<file path="config.mk">
export PLATFORM = sky130hd
export DESIGN_NAME = hilbert_tile_id
export DESIGN_NICKNAME = d
export VERILOG_FILES = /design/src/hdl/htid_pkg.sv /design/src/hdl/hilbert_tile_id.sv /design/src/hdl/htid_prep.sv /design/src/hdl/htid_level_stage.sv /design/src/hdl/htid_sum.sv
export SDC_FILE = /design/constraint.sdc
export NUM_CORES = 1
export LEC_CHECK = 0
export ABC_AREA = 1
export BUFFER_PORTS_ARGS = -buffer_cell sky130_fd_sc_hd__buf_2
export CORE_ASPECT_RATIO = 1.4
export CORE_UTILIZATION = 40
export DETAILED_ROUTE_END_ITERATION = 6
export HOLD_SLACK_MARGIN = 0.1
export PLACE_DENSITY = 0.6
export SYNTH_ARGS = -nofsm -noshare
export SYNTH_HDL_FRONTEND = slang
export SYNTH_SLANG_ARGS = --single-unit
</file>
<file path="constraint.sdc">
create_clock -name clk -period 11.4 [get_ports clk]
set_clock_uncertainty 0.05 [all_clocks]
set_input_delay 0 -clock clk [delete_from_list [all_inputs] [get_ports clk]]
set_output_delay 0 -clock clk [all_outputs]
set_load 0.05 [all_outputs]
</file>
<file path="src/hdl/htid_pkg.sv">
// shared types, constants and helpers for the hilbert tile id pipeline
// no dependencies
`timescale 1ns / 1ps
`default_nettype none

package htid_pkg;

    localparam int ZOOM_W   = 5;
    localparam int COORD_W  = 31;
    localparam int ID_W     = 63;
    localparam int SUM_W    = 64;
    localparam int STAGES   = 4;
    localparam logic [ID_W-1:0] ID_MAX = 63'd6148914691236517204;

    // current orientation of the sub-quadrant: coordinates swapped and/or inverted
    typedef struct packed {
        logic swap;
        logic inv;
    } orient_t;

    // count of tiles at all lower zooms: (4^z - 1) / 3, one set bit per lower zoom
    function automatic logic [SUM_W-1:0] lower_count(input logic [ZOOM_W-1:0] z);
        logic [SUM_W-1:0] r;
        r = '0;
        for (int k = 0; k < SUM_W / 2; k++)
        begin
            r[2*k] = (ZOOM_W'(k) < z);
        end
        return r;
    endfunction

endpackage

`default_nettype wire

</file>
<file path="src/hdl/hilbert_tile_id.sv">
// top level of the hilbert tile id pipeline
// depends on htid_pkg, htid_prep, htid_level_stage, htid_sum
`timescale 1ns / 1ps
`default_nettype none

// hilbert_tile_id maps a map tile (zoom, tile_col, tile_row) to a single tile
// id: the number of tiles at all lower zooms plus the hilbert-curve distance of
// the tile inside its 2^zoom grid. zoom above MAX_ZOOM saturates, and column
// and row bits at or above the zoom are ignored. the block is a fully
// pipelined pure function: one beat may enter every cycle while in_stall is
// low, and every accepted beat yields exactly one result beat, in order. the
// pipeline is one input register (zoom clamp, masking), four level stages
// that each resolve ceil(MAX_ZOOM/4) bit levels of the curve walk, and one
// output register holding the final 64-bit add. each stage has its own
// valid bit and moves whenever the next one is empty or moving, so bubbles
// fill in under a stall and nothing is lost or repeated. reset clears only
// the valid bits.

module hilbert_tile_id
    import htid_pkg::*;
#(
    parameter int MAX_ZOOM = 31
)
(
    input  wire logic               clk,
    input  wire logic               rst_n,
    input  wire logic               in_valid,
    output logic                    in_stall,
    input  wire logic [ZOOM_W-1:0]  zoom,
    input  wire logic [COORD_W-1:0] tile_col,
    input  wire logic [COORD_W-1:0] tile_row,
    output logic                    out_valid,
    input  wire logic               out_stall,
    output logic [ID_W-1:0]         tile_id
);

    // bit levels per stage, and the padded coordinate width they cover
    localparam int LPS = (MAX_ZOOM + STAGES - 1) / STAGES;
    localparam int W   = LPS * STAGES;

    // inter-stage buses; index 0 is the input register output
    logic               v_s   [0:STAGES];
    logic               st_s  [0:STAGES];
    logic [ZOOM_W-1:0]  z_s   [0:STAGES];
    logic [W-1:0]       x_s   [0:STAGES];
    logic [W-1:0]       y_s   [0:STAGES];
    orient_t            ctl_s [0:STAGES];
    logic [2*W-1:0]     d_s   [0:STAGES];

    // nothing resolved before the first level stage
    assign d_s[0] = '0;

    htid_prep #(
        .MAX_ZOOM (MAX_ZOOM),
        .W        (W)
    ) u_prep (
        .clk       (clk),
        .rst_n     (rst_n),
        .in_valid  (in_valid),
        .in_stall  (in_stall),
        .zoom      (zoom),
        .tile_col  (tile_col),
        .tile_row  (tile_row),
        .out_valid (v_s[0]),
        .out_stall (st_s[0]),
        .out_z     (z_s[0]),
        .out_x     (x_s[0]),
        .out_y     (y_s[0]),
        .out_ctl   (ctl_s[0])
    );

    // curve walk, top bit level first, LPS levels per stage
    for (genvar k = 0; k < STAGES; k++)
    begin : g_level
        htid_level_stage #(
            .W      (W),
            .HI_BIT (W - 1 - k * LPS),
            .NLVL   (LPS)
        ) u_level (
            .clk       (clk),
            .rst_n     (rst_n),
            .in_valid  (v_s[k]),
            .in_stall  (st_s[k]),
            .in_z      (z_s[k]),
            .in_x      (x_s[k]),
            .in_y      (y_s[k]),
            .in_ctl    (ctl_s[k]),
            .in_d      (d_s[k]),
            .out_valid (v_s[k+1]),
            .out_stall (st_s[k+1]),
            .out_z     (z_s[k+1]),
            .out_x     (x_s[k+1]),
            .out_y     (y_s[k+1]),
            .out_ctl   (ctl_s[k+1]),
            .out_d     (d_s[k+1])
        );
    end

    // lower-zoom count plus distance, registered at the output
    htid_sum #(
        .W (W)
    ) u_sum (
        .clk       (clk),
        .rst_n     (rst_n),
        .in_valid  (v_s[STAGES]),
        .in_stall  (st_s[STAGES]),
        .in_z      (z_s[STAGES]),
        .in_d      (d_s[STAGES]),
        .out_valid (out_valid),
        .out_stall (out_stall),
        .tile_id   (tile_id)
    );

endmodule

`default_nettype wire

</file>
<file path="src/hdl/htid_prep.sv">
// input register: zoom saturation, coordinate masking, initial orientation
// depends on htid_pkg
`timescale 1ns / 1ps
`default_nettype none

module htid_prep
    import htid_pkg::*;
#(
    parameter int MAX_ZOOM = 31,
    parameter int W        = 32
)
(
    input  wire logic               clk,
    input  wire logic               rst_n,
    input  wire logic               in_valid,
    output logic                    in_stall,
    input  wire logic [ZOOM_W-1:0]  zoom,
    input  wire logic [COORD_W-1:0] tile_col,
    input  wire logic [COORD_W-1:0] tile_row,
    output logic                    out_valid,
    input  wire logic               out_stall,
    output logic [ZOOM_W-1:0]       out_z,
    output logic [W-1:0]            out_x,
    output logic [W-1:0]            out_y,
    output orient_t                 out_ctl
);

    localparam logic [ZOOM_W-1:0] ZMAX = ZOOM_W'(MAX_ZOOM);
    localparam logic              W_ODD = 1'(W % 2);

    logic                valid_reg;
    logic [ZOOM_W-1:0]   z_reg, z_next;
    logic [W-1:0]        x_reg, x_next;
    logic [W-1:0]        y_reg, y_next;
    orient_t             ctl_reg, ctl_next;
    logic [COORD_W:0]    col_ext, row_ext;
    logic                ready;

    assign ready    = !valid_reg || !out_stall;
    assign in_stall = !ready;

    always_comb
    begin
        col_ext = {1'b0, tile_col};
        row_ext = {1'b0, tile_row};
        z_next  = (zoom > ZMAX) ? ZMAX : zoom;
        for (int k = 0; k < W; k++)
        begin
            x_next[k] = col_ext[k] & (ZOOM_W'(k) < z_next);
            y_next[k] = row_ext[k] & (ZOOM_W'(k) < z_next);
        end
        // levels above the zoom see zero bits and only swap
        ctl_next.swap = W_ODD ^ z_next[0];
        ctl_next.inv  = 1'b0;
    end

    always_ff @(posedge clk or negedge rst_n)
    begin
        if (!rst_n)
        begin
            valid_reg <= 1'b0;
        end
        else if (ready)
        begin
            valid_reg <= in_valid;
        end
    end

    always_ff @(posedge clk)
    begin
        if (ready && in_valid)
        begin
            z_reg   <= z_next;
            x_reg   <= x_next;
            y_reg   <= y_next;
            ctl_reg <= ctl_next;
        end
    end

    assign out_valid = valid_reg;
    assign out_z     = z_reg;
    assign out_x     = x_reg;
    assign out_y     = y_reg;
    assign out_ctl   = ctl_reg;

    a_zoom_sat: assert property (@(posedge clk) disable iff (!rst_n)
        valid_reg |-> (z_reg <= ZMAX))
        else $error("zoom not saturated");

    a_no_inv_start: assert property (@(posedge clk) disable iff (!rst_n)
        valid_reg |-> !ctl_reg.inv)
        else $error("initial orientation inverted");

    a_col_masked: assert property (@(posedge clk) disable iff (!rst_n)
        valid_reg |-> ((x_reg >> z_reg) == '0) && ((y_reg >> z_reg) == '0))
        else $error("coordinate bits above zoom survive");

endmodule

`default_nettype wire

</file>
<file path="src/hdl/htid_level_stage.sv">
// one pipeline stage resolving a group of hilbert bit levels
// depends on htid_pkg
`timescale 1ns / 1ps
`default_nettype none

module htid_level_stage
    import htid_pkg::*;
#(
    parameter int W      = 32,
    parameter int HI_BIT = 31,
    parameter int NLVL   = 8
)
(
    input  wire logic              clk,
    input  wire logic              rst_n,
    input  wire logic              in_valid,
    output logic                   in_stall,
    input  wire logic [ZOOM_W-1:0] in_z,
    input  wire logic [W-1:0]      in_x,
    input  wire logic [W-1:0]      in_y,
    input  wire orient_t           in_ctl,
    input  wire logic [2*W-1:0]    in_d,
    output logic                   out_valid,
    input  wire logic              out_stall,
    output logic [ZOOM_W-1:0]      out_z,
    output logic [W-1:0]           out_x,
    output logic [W-1:0]           out_y,
    output orient_t                out_ctl,
    output logic [2*W-1:0]         out_d
);

    logic               valid_reg;
    logic [ZOOM_W-1:0]  z_reg;
    logic [W-1:0]       x_reg;
    logic [W-1:0]       y_reg;
    orient_t            ctl_reg, ctl_next;
    logic [2*W-1:0]     d_reg, d_next;
    logic               ready;

    assign ready    = !valid_reg || !out_stall;
    assign in_stall = !ready;

    always_comb
    begin
        int  b;
        logic rx;
        logic ry;
        ctl_next = in_ctl;
        d_next   = in_d;
        for (int j = 0; j < NLVL; j++)
        begin
            b  = HI_BIT - j;
            rx = (ctl_next.swap ? in_y[b] : in_x[b]) ^ ctl_next.inv;
            ry = (ctl_next.swap ? in_x[b] : in_y[b]) ^ ctl_next.inv;
            // quadrant code (3*rx)^ry lands in its own bit pair
            d_next[2*b +: 2] = {rx, rx ^ ry};
            if (!ry)
            begin
                ctl_next.inv  = ctl_next.inv ^ rx;
                ctl_next.swap = !ctl_next.swap;
            end
        end
    end

    always_ff @(posedge clk or negedge rst_n)
    begin
        if (!rst_n)
        begin
            valid_reg <= 1'b0;
        end
        else if (ready)
        begin
            valid_reg <= in_valid;
        end
    end

    always_ff @(posedge clk)
    begin
        if (ready && in_valid)
        begin
            z_reg   <= in_z;
            x_reg   <= in_x;
            y_reg   <= in_y;
            ctl_reg <= ctl_next;
            d_reg   <= d_next;
        end
    end

    assign out_valid = valid_reg;
    assign out_z     = z_reg;
    assign out_x     = x_reg;
    assign out_y     = y_reg;
    assign out_ctl   = ctl_reg;
    assign out_d     = d_reg;

    a_d_in_grid: assert property (@(posedge clk) disable iff (!rst_n)
        valid_reg |-> ((d_reg >> {z_reg, 1'b0}) == '0))
        else $error("distance bits above the zoom grid");

    a_hold_stalled: assert property (@(posedge clk) disable iff (!rst_n)
        (valid_reg && out_stall) |=> (valid_reg && $stable(d_reg) && $stable(z_reg)))
        else $error("stalled stage lost its contents");

    a_zero_zoom: assert property (@(posedge clk) disable iff (!rst_n)
        (valid_reg && (z_reg == '0)) |-> (d_reg == '0) && !ctl_reg.inv)
        else $error("zero zoom produced a nonzero distance");

endmodule

`default_nettype wire

</file>
<file path="src/hdl/htid_sum.sv">
// output stage: adds the lower-zoom tile count to the hilbert distance
// depends on htid_pkg
`timescale 1ns / 1ps
`default_nettype none

module htid_sum
    import htid_pkg::*;
#(
    parameter int W = 32
)
(
    input  wire logic              clk,
    input  wire logic              rst_n,
    input  wire logic              in_valid,
    output logic                   in_stall,
    input  wire logic [ZOOM_W-1:0] in_z,
    input  wire logic [2*W-1:0]    in_d,
    output logic                   out_valid,
    input  wire logic              out_stall,
    output logic [ID_W-1:0]        tile_id
);

    logic               valid_reg;
    logic [ZOOM_W-1:0]  z_reg;
    logic [ID_W-1:0]    id_reg;
    logic [SUM_W-1:0]   id_next;
    logic               ready;

    assign ready    = !valid_reg || !out_stall;
    assign in_stall = !ready;
    assign id_next  = SUM_W'(in_d) + lower_count(in_z);

    always_ff @(posedge clk or negedge rst_n)
    begin
        if (!rst_n)
        begin
            valid_reg <= 1'b0;
        end
        else if (ready)
        begin
            valid_reg <= in_valid;
        end
    end

    always_ff @(posedge clk)
    begin
        if (ready && in_valid)
        begin
            z_reg  <= in_z;
            id_reg <= id_next[ID_W-1:0];
        end
    end

    assign out_valid = valid_reg;
    assign tile_id   = id_reg;

    a_id_bound: assert property (@(posedge clk) disable iff (!rst_n)
        valid_reg |-> (id_reg <= ID_MAX))
        else $error("tile id beyond the largest id");

    a_id_zoom0: assert property (@(posedge clk) disable iff (!rst_n)
        (valid_reg && (z_reg == '0)) |-> (id_reg == '0))
        else $error("zoom zero must give id zero");

    a_id_floor: assert property (@(posedge clk) disable iff (!rst_n)
        valid_reg |-> (SUM_W'(id_reg) >= lower_count(z_reg)))
        else $error("tile id below the lower-zoom count");

endmodule

`default_nettype wire

</file>
* Word level (Yosys, flattened, before mapping)
Cells that the tools add are included.
Word-level totals: output and inout port bits 65, memory bits (writable) 0, bits in registers 411, logic and storage cells 421, memories 0, memory bits (read-only) 0, latch bits 0, bits of input ports 71
Cells by class: magnitude comparators 64, equal/unequal tests 0, divide/modulo/power cells 0, shift operators 0, $add $sub $neg 1, bitwise logic cells 182, reductions and logical operators 50, mux-type cells 93, $mul 0
Operator list (count):
- less-than comparator 5 bit (first input constant) | 31
- bitwise XOR 1 bit | 120
- less-than comparator 4 x 5 -> 1 bit (first input constant) | 16
- adder 62 x 63 -> 63 bit | 1
- AND 1 bit | 62
- 2-to-1 mux 1 bit | 62
- 2-to-1 mux 2 bit | 30
- less-than comparator 3 x 5 -> 1 bit (first input constant) | 8
- logical NOT 1 bit | 38
- less-than comparator 1 x 5 -> 1 bit (first input constant) | 4
- less-than comparator 2 x 5 -> 1 bit (first input constant) | 4
- logical AND 1 bit | 6
- logical OR 1 bit | 6
- > comparator 5 bit (second input constant) | 1
- 2-to-1 mux 5 bit | 1

* Longest topological paths before layout
word-level depth 32, mapped depth 37, gate-level depth less buffers 37

* Modules after synthesis
From an unflattened synthesis, not the netlist that was laid out.
Second synthesis, totals: cell total of the unflattened synthesis 2570, area, all modules 29168.0 µm²
By module, submodules not included:
- htid_level_stage | cells each 315, area an instance 4967.3 µm², times used 4, sequential area each 4078.9 µm²
- htid_sum | cells each 1051, area an instance 6451.2 µm², times used 1, sequential area each 1916.8 µm²
- htid_prep | cells each 258, area an instance 2844.0 µm², times used 1, sequential area each 2037.0 µm²
- hilbert_tile_id | cells each 1, area an instance 3.8 µm², times used 1, sequential area each 0.0 µm²

* Worst setup path after synthesis
Ideal clock, no wire load.
path kind flip-flop to flip-flop, start reg u_sum.valid_reg, in the netlist u_sum.out_valid, end reg g_level[1].u_level.ctl_reg, in the netlist g_level[1].u_level.out_ctl[0], enable pin, path slack 6.971 ns, required time 10.852 ns, library setup time 0.498 ns, cell stages (with the launch flop) 8, data arrival time 3.881 ns, clock period less this slack 4.429 ns, cell sequence dfrtp_1 > nand2_1 > nor2_1 > inv_1 > nor2_1 > inv_1 > nor2_1 > nor2_1
On the way: longest elaborated chain between the ends 6
Ends and longest elaborated chain:
- from (decl) | RTL line htid_sum.sv:23 | logic valid_reg;
- from (signal assigned) | RTL line htid_sum.sv:41 | valid_reg <= in_valid;
- logical NOT 1 bit | RTL line htid_sum.sv:29 | assign ready = !valid_reg || !out_stall;
- logical OR 1 bit | RTL line htid_sum.sv:29
- logical OR 1 bit (3 in series) | RTL line htid_level_stage.sv:40 | assign ready = !valid_reg || !out_stall;
- logical AND 1 bit | RTL line htid_level_stage.sv:79 | if (ready && in_valid)
- to (signal assigned) | RTL line htid_level_stage.sv:84 | ctl_reg <= ctl_next;
- to (decl) | RTL line htid_level_stage.sv:36 | orient_t ctl_reg, ctl_next;
No other way between the ends. A chain may end at the register's enable or synchronous reset.

* Final worst setup path
start reg g_level[3].u_level.z_reg[4], end reg u_sum.id_reg[59], in the netlist u_sum.tile_id[59], data pin
On the way: longest elaborated chain between the ends 2, elaborated cells between the ends (all ways) 31, classes of those cells 1 x add/sub; 30 x order compare
Ends and longest elaborated chain:
- from (decl) | RTL line htid_level_stage.sv:33 | logic [ZOOM_W-1:0] z_reg;
- from (signal assigned) | RTL line htid_level_stage.sv:81 | z_reg <= in_z;
- less-than comparator 1 x 5 -> 1 bit (tied with other cells) | RTL line htid_pkg.sv:27 | r[2*k] = (ZOOM_W'(k) < z);
- adder 62 x 63 -> 63 bit * | RTL line htid_sum.sv:31 | assign id_next = SUM_W'(in_d) + lower_count(in_z);
- net u_sum.id_next[59] | RTL line htid_sum.sv:26 | logic [SUM_W-1:0] id_next;
- to (signal assigned) | RTL line htid_sum.sv:50 | id_reg <= id_next[ID_W-1:0];
- to (decl) | RTL line htid_sum.sv:25 | logic [ID_W-1:0] id_reg;
The timed path passes the listed nets; every way through them passes the cells marked *.

==> flow_summary.yaml <==
worst_setup_path:
  reg2reg_depth: 22
  critPathKind: "flop to flop"
  path_delay_family: "compound AO/OA/AOI/OAI gates"
  cp_slowest_cell: "edfxtp_1"
  start_kind: "flop"
  path_cells: "nor2_1 > nand2_1 > ha_1 > nand3_1 > nand2_1 > nand3_1 > nand2_1 > a21oi_1 > o21ai_0 > a21oi_1 > o21bai_1 > a21oi_1 > o21ai_0 > a21boi_0 > o21bai_1 > a21oi_1 > o21bai_1 > a21oi_1 > o21bai_1 > nand2_1 > nand3_1 > nand2_1"
  worstPathArrival_ns: 5.08
  cp_max_fo: 6
  timing.rr.start: "g_level[3].u_level.out_z[4]"
  ff2ff_setup_slack_ns: 6.55
  slowest_delay_ns: 0.45
  r2r-end: "u_sum.tile_id[59]"
  critPathBufInv: 0
  critPathRequiredTime_ns: 11.63
  cp-end-kind: "flop"
drt:
  drtIter0Drc: 497
  drc_errors: 0
  num_vias: 11932
  ant_nets: 0
  routed_wl_mm: 33.9
  wire_per_inst_um: 12.8
  viasPerCell: 4.52
  first_pass_iters: 5
global_route:
  grt_antenna_before_repair: 0
  grt_max_degree: 70
  track_usage_pct: 14.4
  overflow: 0
  grt_pass1_vias: 11444
  grt_pass1_wl_mm: 55.1
sta:
  setup_viol: 0
  slew_headroom_pct: 42.7
  finalHoldViolCount: 0
  fin_crit_sh_pct: 42.5
  tightest_slew_ns: 0.860
  setup_tns_ns: 0
  max_freq_ghz: 0.206
  fin_crit_ns: 4.85
  report.final.slew_viol_count: 0
  rsz0062_at_grt: "false"
yosys:
  syn_avg_cell_area_um2: 11.0
  synth_top_family_by_area: "simple AND/OR/NAND/NOR gates"
  synth_edf_count: 404
  synthCells: 1711
  yosys.area_share.adder_pct: 2.20
  synth_area_mm2: 0.0188
  async_flop_share_pct: 1.46
  ys_ff_latch: 410
  synth_area_leaders: "edfxtp_1 65%, nand2_1 7.5%, inv_1 5.0%, xor2_1 3.6%, nor2_1 3.1%"
  yosys.area.top_type: "edfxtp_1"
  yosysWarnings: 0
  synthFlopType: "edfxtp_1"
  muxShareOfSynthArea_pct: 0
  syn_nets: 1815
  synth_compound_area_share_pct: 5.54
  yosysTopAreaCellShare_pct: 64.5
  synth_xor_area_share_pct: 4.86
  ys_types: 37
  synth-simple-area-share_pct: 16.8
  ys_seq_area_share_pct: 65.3
placement:
  gp_congestion: 0.835
  io_buffers: 135
  hpwlAfterDp_mm: 25.7
  place_inst: 2458
die:
  die_w_um: 185
  dieArea_mm2: 0.0479
  die_y_um: 259
  start_util_pct: 40.7
  pin_count: 136
  rows: 93
  design.core.area_mm2: 0.0462
cells_and_area:
  fin_util_pct: 49.0
  diodes: 0
  final_cells: 2637
  nFillCells: 4177
  finalNetCount: 2096
  drive_above_1_share_pct: 14.1
  syn_to_final_growth_pct: 20.3
hold_path:
  holdPathStages: 4
  holdPathEnd: "u_prep.out_valid"
  hold_class: "input pin to flop"
  hold_start: "in_valid"
cts:
  clk_path_buf_depth: 3
  cts_made_buffers: 38
  cts_tree: "built"
  cts_root_buf: "clkbuf_16"
  htreeDepth: 2
  clkSlewWorstSetupHoldPaths_ns: 0.06
  clock_sinks: 410
  cts_setup_buffers: 0
  insertion_delay_ns: 0.52
run:
  drv_cap: 0
status:
  outcome: "finished, final reports clean"
==> registers in the layout, summed over array words and instances, names as in the netlist <==
| signal | flops |
|---|---|
| u_prep.out_y | 31 |
| u_prep.out_valid | 1 |
| u_sum.tile_id | 63 |
| g_level.u_level.out_d | 152 |
| g_level.u_level.out_valid | 4 |
| u_prep.out_z | 5 |
| g_level.u_level.out_x | 48 |
| g_level.u_level.out_y | 48 |
| u_prep.out_x | 31 |
| g_level.u_level.out_z | 20 |
| u_sum.out_valid | 1 |
| g_level.u_level.out_ctl | 6 |
==> synthesized netlist by cell type, drive strengths merged, types with 4 or more instances <==
cell type and instances:
xnor2 22, nand3 128, and2 4, nor3b 4, xor2 77, clkbuf 11, edfxtp 404, o21ai 96
nor2 157, o21bai 8, dfrtp 6, a21oi 48, ha 33, nor3 8, nand4 6, nand2 421
inv 253, a21boi 5, a31oi 5
==> logic make-up after synthesis <==
group | Yosys count
AND/OR/NAND/NOR | 732
buffers and inverters | 264
AO/OA/AOI/OAI | 171
flip-flops | 410
XOR/XNOR | 101
adder cells (fa/ha/maj) | 33
==> layout make-up <==
type | instances | area [µm²] | share of cell area (%)
clock inverters | 18 | 178 | 0.786
flip-flops and latches | 410 | 12300 | 54.3
multi-input cells | 1037 | 5560 | 24.6
inverters | 253 | 950 | 4.20
well taps | 617 | 772 | 3.41
repair buffers | 252 | 1830 | 8.10
clock buffers | 50 | 1050 | 4.63
==> worst max-delay path by stage <==
| stage | start | end | slack (ns) | cells after the start |
|---|---|---|---|---|
| 2_1_floorplan | u_sum.out_valid | g_level[1].u_level.out_ctl[0] | 6.97 | 7 |
| 3_3_place_gp | g_level[3].u_level.out_z[4] | u_sum.tile_id[59] | 6.58 | 22 |
| 3_5_place_dp | g_level[3].u_level.out_z[4] | u_sum.tile_id[59] | 6.47 | 22 |
| 4_1_cts | g_level[3].u_level.out_z[4] | u_sum.tile_id[59] | 6.47 | 22 |
| 5_1_grt | g_level[3].u_level.out_z[4] | u_sum.tile_id[59] | 5.87 | 22 |
| 6_report | g_level[3].u_level.out_z[4] | u_sum.tile_id[59] | 6.55 | 22 |
==> per-layer routing <==
layer / track usage, % / share of wire [%] / up-vias
li1: - / - / 6285
met1: 17.9 / 44 / 5355
met2: 25.0 / 49 / 220
met3: 1.95 / 3.1 / 72
met4: 6.34 / 3.9 / 0
met5: 0 / 0 / -
==> worst reg2reg max path, cell delays in order (launching register included) <==
cell and delay [ns]:
edfxtp_1 0.45, nor2_1 0.34, nand2_1 0.15, ha_1 0.34, nand3_1 0.08, nand2_1 0.09, nand3_1 0.07, nand2_1 0.10
a21oi_1 0.10, o21ai_0 0.35, a21oi_1 0.18, o21bai_1 0.26, a21oi_1 0.16, o21ai_0 0.37, a21boi_0 0.25, o21bai_1 0.27
a21oi_1 0.14, o21bai_1 0.22, a21oi_1 0.17, o21bai_1 0.24, nand2_1 0.11, nand3_1 0.08, nand2_1 0.05
==> stage by stage <==
| stage | hold WS (ns) | worst slack [ns] | instance area, µm² |
|---|---|---|---|
| after global routing | 0.207 | 5.87 | 22600 |
| after global placement | -0.224 | 6.58 | 20300 |
| after floorplan | -0.346 | 6.97 | 18800 |
| final | 0.213 | 6.55 | 22600 |
| after CTS | 0.173 | 6.47 | 22600 |
| after detailed placement | -0.218 | 6.47 | 20300 |
==> what timing repair did <==
item,CTS,global route
hold buffers,111,0
gates resized for setup,0,0
endpoints found under the hold margin,78,0
==> cells in the final DEF, fill, tap and decap left out, types with 7 or more instances in the layout <==
| cell type | n |
|---|---|
| edfxtp_1 | 404 |
| nand2_1 | 378 |
| inv_1 | 247 |
| nor2_1 | 155 |
| buf_2 | 135 |
| nand3_1 | 113 |
| dlygate4sd3_1 | 111 |
| xor2_1 | 77 |
| o21ai_0 | 71 |
| nand2_2 | 41 |
| clkbuf_16 | 39 |
| a21oi_1 | 36 |
| ha_1 | 33 |
| xnor2_1 | 22 |
| o21ai_1 | 17 |
| nand3_2 | 15 |
| nor3_1 | 8 |
| o21bai_1 | 8 |
| o21ai_2 | 8 |
| clkbuf_1 | 8 |
| a21oi_4 | 7 |
Power is not shown: default switching activity piles up to over one toggle a cycle in this logic, so the estimate is an artifact.
